## src/design/kftb_pkg.sv

```systemverilog
// shared types and constants for the kmp failure table builder
package kftb_pkg;

  localparam int MAX_LEN_DEF     = 256;
  localparam int SYMBOL_BITS_DEF = 8;

  localparam int SYMBOL_W   = 8;
  localparam int VALUE_W    = 9;
  localparam int POSITION_W = 8;

  localparam logic [POSITION_W-1:0] OVF_POSITION = '1;

  // apb register map
  localparam int                CFG_AW          = 3;
  localparam int                CFG_DW          = 32;
  localparam logic [CFG_AW-1:0] ADDR_INDEX_MODE = 3'h0;

  typedef struct packed {
    logic [SYMBOL_W-1:0] symbol;
    logic                first;
  } in_t;

  typedef struct packed {
    logic signed [VALUE_W-1:0] value;
    logic [POSITION_W-1:0]     position;
    logic                      overflow;
  } out_t;

  // controller to datapath
  typedef struct packed {
    logic load;         // latch request, read at the starting border
    logic step;         // fall back one border, read again
    logic finish;       // write tables and result for a searched byte
    logic finish_zero;  // write tables and result for the first byte of a string
    logic ovf;          // load the overflow result
  } dp_cmd_t;

  // datapath to controller
  typedef struct packed {
    logic pos_full;
    logic pos_zero;
    logic sym_match;
    logic j_zero;
  } dp_sts_t;

endpackage

```

## src/design/kftb_datapath.sv

```systemverilog
// symbol and border memories, border search registers and result register
module kftb_datapath #(
  parameter int MAX_LEN     = kftb_pkg::MAX_LEN_DEF,
  parameter int SYMBOL_BITS = kftb_pkg::SYMBOL_BITS_DEF
) (
  input  logic              clk,
  input  logic              rst_n,
  input  kftb_pkg::in_t     in_payload,
  input  logic              index_mode,
  input  kftb_pkg::dp_cmd_t cmd,
  output kftb_pkg::dp_sts_t sts,
  output kftb_pkg::out_t    out_payload
);
  import kftb_pkg::*;

  localparam int BW = $clog2(MAX_LEN);
  localparam int CW = $clog2(MAX_LEN + 1);
  localparam int SW = (SYMBOL_BITS < SYMBOL_W) ? SYMBOL_BITS : SYMBOL_W;

  logic [SW-1:0] pat_mem [MAX_LEN];
  logic [BW-1:0] brd_mem [MAX_LEN];

  logic [CW-1:0] count_r;
  logic [BW-1:0] cur_r;
  logic [SW-1:0] sym_r;
  logic [BW-1:0] pos_r;
  logic [BW-1:0] j_r;
  logic [SW-1:0] pat_rd_r;
  logic [BW-1:0] brd_rd_r;
  out_t          out_r;

  logic [SW-1:0] in_sym;
  logic [CW-1:0] in_pos;
  logic [BW-1:0] in_cur;
  logic [BW-1:0] start_j;
  logic [BW-1:0] rd_addr;
  logic [BW-1:0] brd_addr;
  logic          match;
  logic [BW-1:0] j_fin;
  logic          wr_en;
  logic [BW-1:0] wr_addr;
  logic [SW-1:0] wr_sym;
  logic [BW-1:0] wr_j;
  logic [31:0]   val32;

  assign in_sym = in_payload.symbol[SW-1:0];
  assign in_pos = in_payload.first ? '0 : count_r;
  assign in_cur = in_payload.first ? '0 : cur_r;

  // border never reaches the position, clamp kept for safety
  assign start_j = (CW'(in_cur) >= in_pos) ? BW'(in_pos - CW'(1)) : in_cur;

  assign rd_addr  = cmd.step ? brd_rd_r : start_j;
  assign brd_addr = (rd_addr == '0) ? '0 : rd_addr - BW'(1);

  assign match = (sym_r == pat_rd_r);
  assign j_fin = match ? j_r + BW'(1) : j_r;

  assign sts.pos_full  = (in_pos >= CW'(MAX_LEN));
  assign sts.pos_zero  = (in_pos == '0);
  assign sts.sym_match = match;
  assign sts.j_zero    = (j_r == '0);

  assign wr_en   = cmd.finish || cmd.finish_zero;
  assign wr_addr = cmd.finish_zero ? '0 : pos_r;
  assign wr_sym  = cmd.finish_zero ? in_sym : sym_r;
  assign wr_j    = cmd.finish_zero ? '0 : j_fin;

  assign val32 = 32'(wr_j) - 32'(index_mode);

  always_ff @(posedge clk) begin
    if (wr_en) begin
      pat_mem[wr_addr] <= wr_sym;
      brd_mem[wr_addr] <= wr_j;
    end
    if (cmd.load || cmd.step) begin
      pat_rd_r <= pat_mem[rd_addr];
      brd_rd_r <= brd_mem[brd_addr];
    end
  end

  always_ff @(posedge clk) begin
    if (cmd.load) begin
      sym_r <= in_sym;
      pos_r <= BW'(in_pos);
      j_r   <= start_j;
    end else if (cmd.step) begin
      j_r <= brd_rd_r;
    end
    if (wr_en) begin
      out_r.value    <= VALUE_W'(val32);
      out_r.position <= POSITION_W'(32'(wr_addr));
      out_r.overflow <= 1'b0;
    end else if (cmd.ovf) begin
      out_r.value    <= '0;
      out_r.position <= OVF_POSITION;
      out_r.overflow <= 1'b1;
    end
  end

  always_ff @(posedge clk) begin
    if (!rst_n) begin
      count_r <= '0;
      cur_r   <= '0;
    end else if (cmd.finish_zero) begin
      count_r <= CW'(1);
      cur_r   <= '0;
    end else if (cmd.finish) begin
      count_r <= CW'(pos_r) + CW'(1);
      cur_r   <= j_fin;
    end
  end

  assign out_payload = out_r;

  // each fallback strictly shortens the border
  a_step_shrinks: assert property (@(posedge clk) disable iff (!rst_n)
    cmd.step |=> (j_r < $past(j_r)))
    else $error("fallback did not shorten the border");

  a_count_bound: assert property (@(posedge clk) disable iff (!rst_n)
    count_r <= CW'(MAX_LEN))
    else $error("byte count beyond capacity");

endmodule

```

## src/design/kftb_ctrl.sv

```systemverilog
// request sequencing and result valid control for the kmp failure table builder
module kftb_ctrl (
  input  logic              clk,
  input  logic              rst_n,
  input  logic              in_valid,
  output logic              in_stall,
  output logic              out_valid,
  input  logic              out_stall,
  input  kftb_pkg::dp_sts_t sts,
  output kftb_pkg::dp_cmd_t cmd
);
  import kftb_pkg::*;

  typedef enum logic {
    ST_IDLE,
    ST_CMP
  } state_t;

  state_t state_r;
  state_t state_nxt;
  logic   out_valid_r;
  logic   out_valid_nxt;
  logic   out_free;
  logic   accept;
  logic   load_out;

  assign out_free = !out_valid_r || !out_stall;
  assign in_stall = (state_r != ST_IDLE) || !out_free;
  assign accept   = in_valid && !in_stall;

  always_comb begin
    cmd       = '0;
    state_nxt = state_r;
    unique case (state_r)
      ST_IDLE: begin
        if (accept) begin
          if (sts.pos_full) begin
            cmd.ovf = 1'b1;
          end else if (sts.pos_zero) begin
            cmd.finish_zero = 1'b1;
          end else begin
            cmd.load  = 1'b1;
            state_nxt = ST_CMP;
          end
        end
      end
      ST_CMP: begin
        if (sts.sym_match || sts.j_zero) begin
          // hold the search result until the output register frees up
          if (out_free) begin
            cmd.finish = 1'b1;
            state_nxt  = ST_IDLE;
          end
        end else begin
          cmd.step = 1'b1;
        end
      end
      default: state_nxt = ST_IDLE;
    endcase
  end

  assign load_out      = cmd.finish || cmd.finish_zero || cmd.ovf;
  assign out_valid_nxt = load_out || (out_valid_r && out_stall);

  always_ff @(posedge clk) begin
    if (!rst_n) begin
      state_r     <= ST_IDLE;
      out_valid_r <= 1'b0;
    end else begin
      state_r     <= state_nxt;
      out_valid_r <= out_valid_nxt;
    end
  end

  assign out_valid = out_valid_r;

  a_cmd_onehot: assert property (@(posedge clk) disable iff (!rst_n)
    $onehot0({cmd.load, cmd.step, cmd.finish, cmd.finish_zero, cmd.ovf}))
    else $error("more than one datapath command");

  a_no_overwrite: assert property (@(posedge clk) disable iff (!rst_n)
    load_out |-> (!out_valid_r || !out_stall))
    else $error("result loaded over a pending one");

  a_accept_cmd: assert property (@(posedge clk) disable iff (!rst_n)
    accept |-> (cmd.load || cmd.finish_zero || cmd.ovf))
    else $error("accepted request issued no command");

  a_search_ends: assert property (@(posedge clk) disable iff (!rst_n)
    cmd.finish |=> (state_r == ST_IDLE && out_valid_r))
    else $error("finished search did not present a result");

endmodule

```

## src/design/kmp_failure_table_builder.sv

```systemverilog
// top level of the streaming kmp failure table builder with its apb register
//
//  channel  | ports                                   | payload
//  ---------+-----------------------------------------+------------------------------
//  input    | in_valid, in_stall, in_payload          | symbol[7:0], first
//  result   | out_valid, out_stall, out_payload       | value[8:0] signed, position, overflow
//  config   | psel penable pwrite paddr pwdata prdata | index_mode at byte address 0
//
// the first byte of a string and an overflowing byte finish straight from idle, any other byte
// is loaded, then falls back through the border table until its symbol matches or the border is zero.
// each fallback step is one registered read of the symbol and border memories.
// rst_n is synchronous; it clears progress and index_mode, the memories keep their data.
// a request is taken only while the search is idle and the result register is free
// or being emptied in the same cycle; a stalled result holds the search result.
module kmp_failure_table_builder #(
  parameter int MAX_LEN     = kftb_pkg::MAX_LEN_DEF,
  parameter int SYMBOL_BITS = kftb_pkg::SYMBOL_BITS_DEF
) (
  input  logic                          clk,
  input  logic                          rst_n,
  input  logic                          in_valid,
  output logic                          in_stall,
  input  kftb_pkg::in_t                 in_payload,
  output logic                          out_valid,
  input  logic                          out_stall,
  output kftb_pkg::out_t                out_payload,
  input  logic                          psel,
  input  logic                          penable,
  input  logic                          pwrite,
  input  logic [kftb_pkg::CFG_AW-1:0]   paddr,
  input  logic [kftb_pkg::CFG_DW-1:0]   pwdata,
  output logic [kftb_pkg::CFG_DW-1:0]   prdata,
  output logic                          pready
);
  import kftb_pkg::*;

  logic    index_mode_r;
  logic    sel_mode;
  dp_cmd_t cmd;
  dp_sts_t sts;

  assign pready   = 1'b1;
  assign sel_mode = (paddr[CFG_AW-1:2] == ADDR_INDEX_MODE[CFG_AW-1:2]);

  always_ff @(posedge clk) begin
    if (!rst_n) begin
      index_mode_r <= 1'b0;
    end else if (psel && penable && pwrite && pready && sel_mode) begin
      index_mode_r <= pwdata[0];
    end
  end

  assign prdata = sel_mode ? CFG_DW'(index_mode_r) : '0;

  kftb_ctrl u_ctrl (
    .clk       (clk),
    .rst_n     (rst_n),
    .in_valid  (in_valid),
    .in_stall  (in_stall),
    .out_valid (out_valid),
    .out_stall (out_stall),
    .sts       (sts),
    .cmd       (cmd)
  );

  kftb_datapath #(
    .MAX_LEN     (MAX_LEN),
    .SYMBOL_BITS (SYMBOL_BITS)
  ) u_datapath (
    .clk         (clk),
    .rst_n       (rst_n),
    .in_payload  (in_payload),
    .index_mode  (index_mode_r),
    .cmd         (cmd),
    .sts         (sts),
    .out_payload (out_payload)
  );

endmodule

```

## config.mk

```make
export PLATFORM = sky130hd
export DESIGN_NAME = kmp_failure_table_builder
export DESIGN_NICKNAME = d
export VERILOG_FILES = /design/src/design/kftb_pkg.sv /design/src/design/kftb_datapath.sv /design/src/design/kftb_ctrl.sv /design/src/design/kmp_failure_table_builder.sv
export SDC_FILE = /design/constraint.sdc
export NUM_CORES = 2
export LEC_CHECK = 0
export ABC_AREA = 1
export BUFFER_PORTS_ARGS = -buffer_cell sky130_fd_sc_hd__buf_2
export CELL_PAD_IN_SITES_DETAIL_PLACEMENT = 1
export CELL_PAD_IN_SITES_GLOBAL_PLACEMENT = 2
export CORE_MARGIN = 5
export CORE_UTILIZATION = 48
export DETAILED_ROUTE_END_ITERATION = 6
export PLACE_DENSITY = 0.92
export SYNTH_ARGS = -nofsm -noshare
export SYNTH_HDL_FRONTEND = slang
export SYNTH_SLANG_ARGS = --single-unit
```

## constraint.sdc

```tcl
create_clock -name clk -period 22.4 [get_ports clk]
set_input_delay 2.24 -clock clk [delete_from_list [all_inputs] [get_ports clk]]
set_output_delay 2.24 -clock clk [all_outputs]
set_load 0.01 [all_outputs]
```

Yosys cells after proc, flatten, opt, wreduce, memory -nomap -nowiden
Memories as Yosys holds them, arrays and structs flattened. A register that Yosys moved wholly into a read port is not among the register bits.
Cells that the tools add are included.
W data, S select, Z words.

word-level totals
  memories = 2
  bits of input ports = 51
  memory bits (writable) = 4096
  bits in latches = 0
  ROM bits = 0
  bits in registers = 62
  word-level logic and storage cells = 82
  output and inout bits = 53

memory list
  name                depth  width  read ports  clocked after memory_dff  write ports  line                 RTL
  u_datapath.brd_mem  256    8      1           1                         1            kftb_datapath.sv:21  logic [BW-1:0] brd_mem [MAX_LEN];
  u_datapath.pat_mem  256    8      1           1                         1            kftb_datapath.sv:20  logic [SW-1:0] pat_mem [MAX_LEN];

cells by class
  multipliers = 0
  reductions and logical operators = 23
  $add $sub $neg = 5
  shifts and indexed selects = 0
  muxes and demuxes = 34
  bitwise logic cells = 3
  divide/modulo/power cells = 0
  $lt $le $gt $ge = 2
  equality and inequality tests = 1

operator list
  operator               count
  $mux W8                10
  $mux W18               2
  $mux W1                17
  $logic_not A8 Y1       2
  $sub A8 B1 Y8 const B  2
  $add A8 B1 Y9 const B  1
  $ge A8 B9 Y1           1
  $ge A9 B9 Y1 const B   1
  $logic_not A9 Y1       1
  $mux W9                1
  $sub A8 B1 Y9          1
  $add A8 B1 Y8 const B  1
  $eq A8 B8 Y1           1
  $logic_or A1 B1 Y1     7
  $mux W2                3
  $reduce_bool A2 Y1     3
  $logic_and A1 B1 Y1    5
  $logic_not A1 Y1       4
  $not A1 Y1             3
  $pmux W1 S2            1
  $reduce_or A2 Y1       1

Logic depth before layout (Yosys ltp)
  word-level depth = 11
  gate-level depth with buffers = 40
  mapped depth without buffers = 35

Hierarchy
Synthesis repeated with hierarchy kept, for this count alone.

second synthesis, totals
  cells, all modules = 14458
  area total of the unflattened synthesis = 173930.6 µm²

modules (own cells, without submodules)
  module                     cells an instance  instances  area each (µm²)  sequential area each (µm²)
  kftb_datapath              14389              1          173472.6         125070.0
  kmp_failure_table_builder  46                 1          314.1            20.0
  kftb_ctrl                  23                 1          143.9            40.0

Least setup slack after synthesis
Ideal clock, no wire load.

  path type = input-to-reg
  start point = input in_payload[0] (netlist bit)
  end point = register u_datapath.out_r, in the netlist u_datapath.out_payload[17], data pin
  setup time = 543 ps
  data arrival time = 10287 ps
  buffers on the path = 2
  stages = 13
  data required time = 21857 ps
  slack = 11571 ps
  cell sequence = buf_4 nor2_1 inv_1 ha_1 nand4_1 nor2_1 clkbuf_1 nor2_1 inv_1 nand3b_1 nor3_1 inv_1 nor4_1

between the ends
  longest elaborated chain between the ends = 9
  elaborated cells between the ends (all ways) = 11
  those cells by class = 1 x add/sub; 1 x order compare; 7 x mux; 2 x reduce/logical

ends and longest elaborated chain
  item                                                                  line                             RTL
  start, declared                                                       kmp_failure_table_builder.sv:23  input kftb_pkg::in_t in_payload,
  $mux W9 (*)                                                           kftb_datapath.sv:47              assign in_pos = in_payload.first ? '0 : count_r;
  net u_datapath.in_pos[1]                                              kftb_datapath.sv:33              logic [CW-1:0] in_pos;
  parallel branches: the longest is 2 deep, another holds $ge A9 B9 Y1  n/a
  $mux W1 (*)                                                           kftb_ctrl.sv:37                  if (sts.pos_full) begin
  $mux W2 (*)                                                           kftb_ctrl.sv:36                  if (accept) begin
  $mux W2 (*)                                                           kftb_ctrl.sv:34                  unique case (state_r)
  $mux W8 (*)                                                           kftb_datapath.sv:67              assign wr_j = cmd.finish_zero ? '0 : j_fin;
  net u_datapath.wr_j[3]                                                kftb_datapath.sv:43              logic [BW-1:0] wr_j;
  $sub A8 B1 Y9 (*)                                                     kftb_datapath.sv:69              assign val32 = 32'(wr_j) - 32'(index_mode);
  $mux W18 (*)                                                          kftb_datapath.sv:90              if (wr_en) begin
  end, declared                                                         kftb_datapath.sv:30              out_t out_r;

Mark *: on every way through the listed nets, which the timed path passes.
A chain may end at the register's enable or synchronous reset.

Final worst setup path
  start point = input in_payload[0] (netlist bit)
  end point = register u_datapath.brd_rd_r[2] (read register of u_datapath.brd_mem), data pin

between the ends
  longest elaborated chain between the ends = 7
  elaborated cells between the ends (all ways) = 16
  those cells by class = 2 x add/sub; 2 x order compare; 9 x mux; 3 x reduce/logical

ends and longest elaborated chain
  item                                                                   line                 RTL
  $mux W9 (*)                                                            kftb_datapath.sv:47
  net u_datapath.in_pos[0]                                               kftb_datapath.sv:33
  parallel branches: the longest is 6 deep, another holds $sub A8 B1 Y8  n/a
  end, declared                                                          kftb_datapath.sv:29  logic [BW-1:0] brd_rd_r;

Marked as above.

==> metrics <==
final setup TNS=0 ns; Clock Sinks=4174; Psw=4.66 mW; Starting Density=0.482; final non-filler cell area=192000 um^2; Pins Over Slew Limit=0; worst vdd ir=79.3 uV; Simple-Gate Fraction of Synth Area=0.168; Syn Inst Count=14400; Worst Tran Pin Value=1.32 ns; critical path data arrival time=11.39 ns; worst hold path depth=2; PwrDens=92.6 nW/um^2; worst-case clock buffer depth=4; Clock Skew=0.0486 ns; die area=373000 um^2; clock latency on the worst-skew pair=1.00 ns; IO Count=104; worst setup path class=input port to flop; r2r endpoint=u_datapath.brd_rd_r[2]; pin count of the biggest net entering global routing=203; Worst setup SP type=input port; Crit Path Max Fanout=127; H-tree Lvls=5; status=complete, no violations; FF-to-FF path depth=29; WHS Endpoint=u_datapath.count_r[0]; flop-to-flop setup slack=12.97 ns; # rows=220; nature of the critical path endpoint=flop; Synth top area share=0.720; drt wl/cell=30.0 um; die height=611 um; Area growth syn-to-layout=10.8%; initial antenna violation count=26; fin crit period=10.66 ns; Leakage Power=67.6 nW; clk root buf=clkbuf_16; die width=611 um; drt via density=6.32; GR met3 Demand/Resource=0.0554; Synth Area in Adders=0.00101; combinational share of power=0.111; hold path start=u_datapath.count_r[0]; first-pass GRT wire length=848 mm; clock slew at the register clock pins of the worst setup and hold paths=0.07 ns; setup bufs post-CTS=0; vias post-DR=123000; R2R Path Start=u_datapath.count_r[7]; # hold bufs at CTS=0; Final Setup Violations=0; Synth async-reset ratio=0; P_int=13.1 mW; cell taking the most area after synthesis=edfxtp_1; largest family of logic cells by synthesized area=simple AND/OR/NAND/NOR gates; WL final=584 mm; input/output buffers=38; Final Hold Viols=0; Cell Area, Synth=173000 um^2; worst min-delay path category=flop to flop; Period Utilization, post-route=0.476; Peak Freq=0.0938 GHz; power share of the clock group=0.399; Fillers=36500; Syn Area/Cell=12.0 um^2; sequential fraction of the synthesis area=0.722; CP startpoint=in_payload[0]; Core ar.=359000 um^2; nets@finish=14400; hpwl dp=322 mm; initial drt markers=16500; compound-cell area share of the yosys netlist=0.0639; Area after DPL=178000 um^2; most frequent CP cell=nand2_1; top cells by area, synth=edfxtp_1 72%, nand3_1 7.4%, nand2_1 5.6%, o21ai_0 3.1%, nor2_1 2.6%; max_cap viols=0; sw frac=0.262; drt drc=0; DR pass1 iterations=6; Worst path max stage delay=0.88 ns; slowest cell on the critical path=buf_4; Distinct cells, synth=44; GR Util met2=0.489; Synth Area in XOR/XNOR=0.00131; Global Route Usage Sum=0.304; RSZ-0062 raised after global routing=false; GR peak layer=met2; Num CTS Buffers=427; met1 capacity usage during global routing=0.389; GRT Residual Overflow=0; Synth Warn #=0; ys flop type=edfxtp_1; antenna-violating nets left=0; number of global-route vias before repair=128000; post-synthesis mux area share=0; Placer Congestion=0.883; post-CTS resize count=0; Post-synth EDFFs=4153; Seq cells post-synth=4174; share of cells above drive strength 1=0.0837; sequential power share=0.490; CTS tree=yes; required time worst endpoint=23.14 ns; Slew HR=0.116
-- worst max path at each step --
| stage | endpoint | slack (ns) | cells after the start |
|---|---|---|---|
| 6_report | u_datapath.brd_rd_r[2] | 11.74 | 34 |
| 5_1_grt | u_datapath.brd_rd_r[2] | 11.29 | 34 |
| 4_1_cts | u_datapath.brd_rd_r[5] | 12.13 | 29 |
| 3_5_place_dp | u_datapath.brd_rd_r[2] | 11.14 | 28 |
| 3_3_place_gp | u_datapath.brd_rd_r[2] | 11.16 | 28 |
| 2_1_floorplan | u_datapath.out_payload[17] | 11.57 | 13 |
-- per-stage QoR --
step	utilization	cells	setup WS, ns	hold WS [ns]	power (mW)
finish	0.535	19500	11.74	0.477	17.8
global route	0.534	19500	11.29	0.499	18.3
CTS	0.534	19500	12.13	0.479	17.8
detailed placement	0.497	18700	11.14	0.476	10.8
global placement	0.497	18700	11.16	0.449	10.7
floorplan	-	14500	11.57	0.430	10.0
-- synthesized netlist by cell type (all sizes together) (118+ instances only) --
| cell | instances |
|---|---|
| edfxtp | 4153 |
| nand2 | 2600 |
| nand3 | 2570 |
| nor2 | 1214 |
| o21ai | 1106 |
| buf | 647 |
| inv | 614 |
| clkbuf | 409 |
| o22ai | 258 |
| o21bai | 231 |
| nand3b | 178 |
| a21oi | 118 |
-- power groups by stage --
stage               clock network [mW]  registers [mW]  logic, mW
finish                            7.09            8.71       1.98
global route                      7.50            8.70       2.07
CTS                               7.13            8.71       1.92
detailed placement                   0            8.87       1.89
global placement                     0            8.87       1.82
floorplan                            0            8.93       1.09
-- sequential cells by signal (all words and copies together) (netlist names) --
signal / cells
u_datapath.j_r: 8
u_datapath.brd_rd_r: 8
u_datapath.pat_mem: 2048
u_datapath.brd_mem: 2048
u_ctrl.out_valid: 1
u_datapath.sym_r: 8
u_datapath.pat_rd_r: 8
u_ctrl.state_r: 1
u_datapath.out_payload: 18
index_mode_r: 1
u_datapath.count_r: 9
u_datapath.cur_r: 8
u_datapath.pos_r: 8
-- routing by layer --
layer  routed length, um  part of all wire
met3               57400             0.098
met1              214000              0.37
met2              276000              0.47
met4               36400             0.062
met5                 104           0.00018
-- placed cells by master (no fill, tap or decap), drive strengths merged, types with 32 or more instances in the layout --
| master | instances |
|---|---|
| buf | 483 |
| o22ai | 258 |
| clkinv | 200 |
| edfxtp | 4153 |
| o221ai | 99 |
| a21oi | 118 |
| or2 | 49 |
| nor2 | 1214 |
| o211ai | 64 |
| nand3b | 178 |
| inv | 626 |
| clkbuf | 526 |
| nand2 | 2600 |
| nand3 | 2570 |
| bufinv | 39 |
| o21ai | 1106 |
| o21bai | 231 |
| conb | 32 |
-- area by class of cell --
class | count | area, um^2 | area share
diodes | 10 | 25.0 | 0.000130
clock buffers | 526 | 11200 | 0.0586
clock inverters | 259 | 2390 | 0.0124
inverters | 618 | 2380 | 0.0124
multi-input cells | 8627 | 41100 | 0.214
flip-flops and latches | 4174 | 125000 | 0.652
well taps | 4773 | 5970 | 0.0311
repair buffers | 483 | 3780 | 0.0197
-- critical path, delay by kind of cell --
family,cells,cell delay [ns]
buffers and inverters,11,5.63
AND/OR/NAND/NOR,20,2.71
AO/OA/AOI/OAI,2,0.30
adder cells (fa/ha/maj),1,0.20
-- cells by family after synthesis --
kind of cell | count (synthesis)
other cells | 2
compound gates | 1904
fa+ha+maj | 14
flops | 4174
simple gates | 6651
buf+inv | 1674
xor+xnor | 26
No activity file was read; power rests on OpenSTA's default activity.
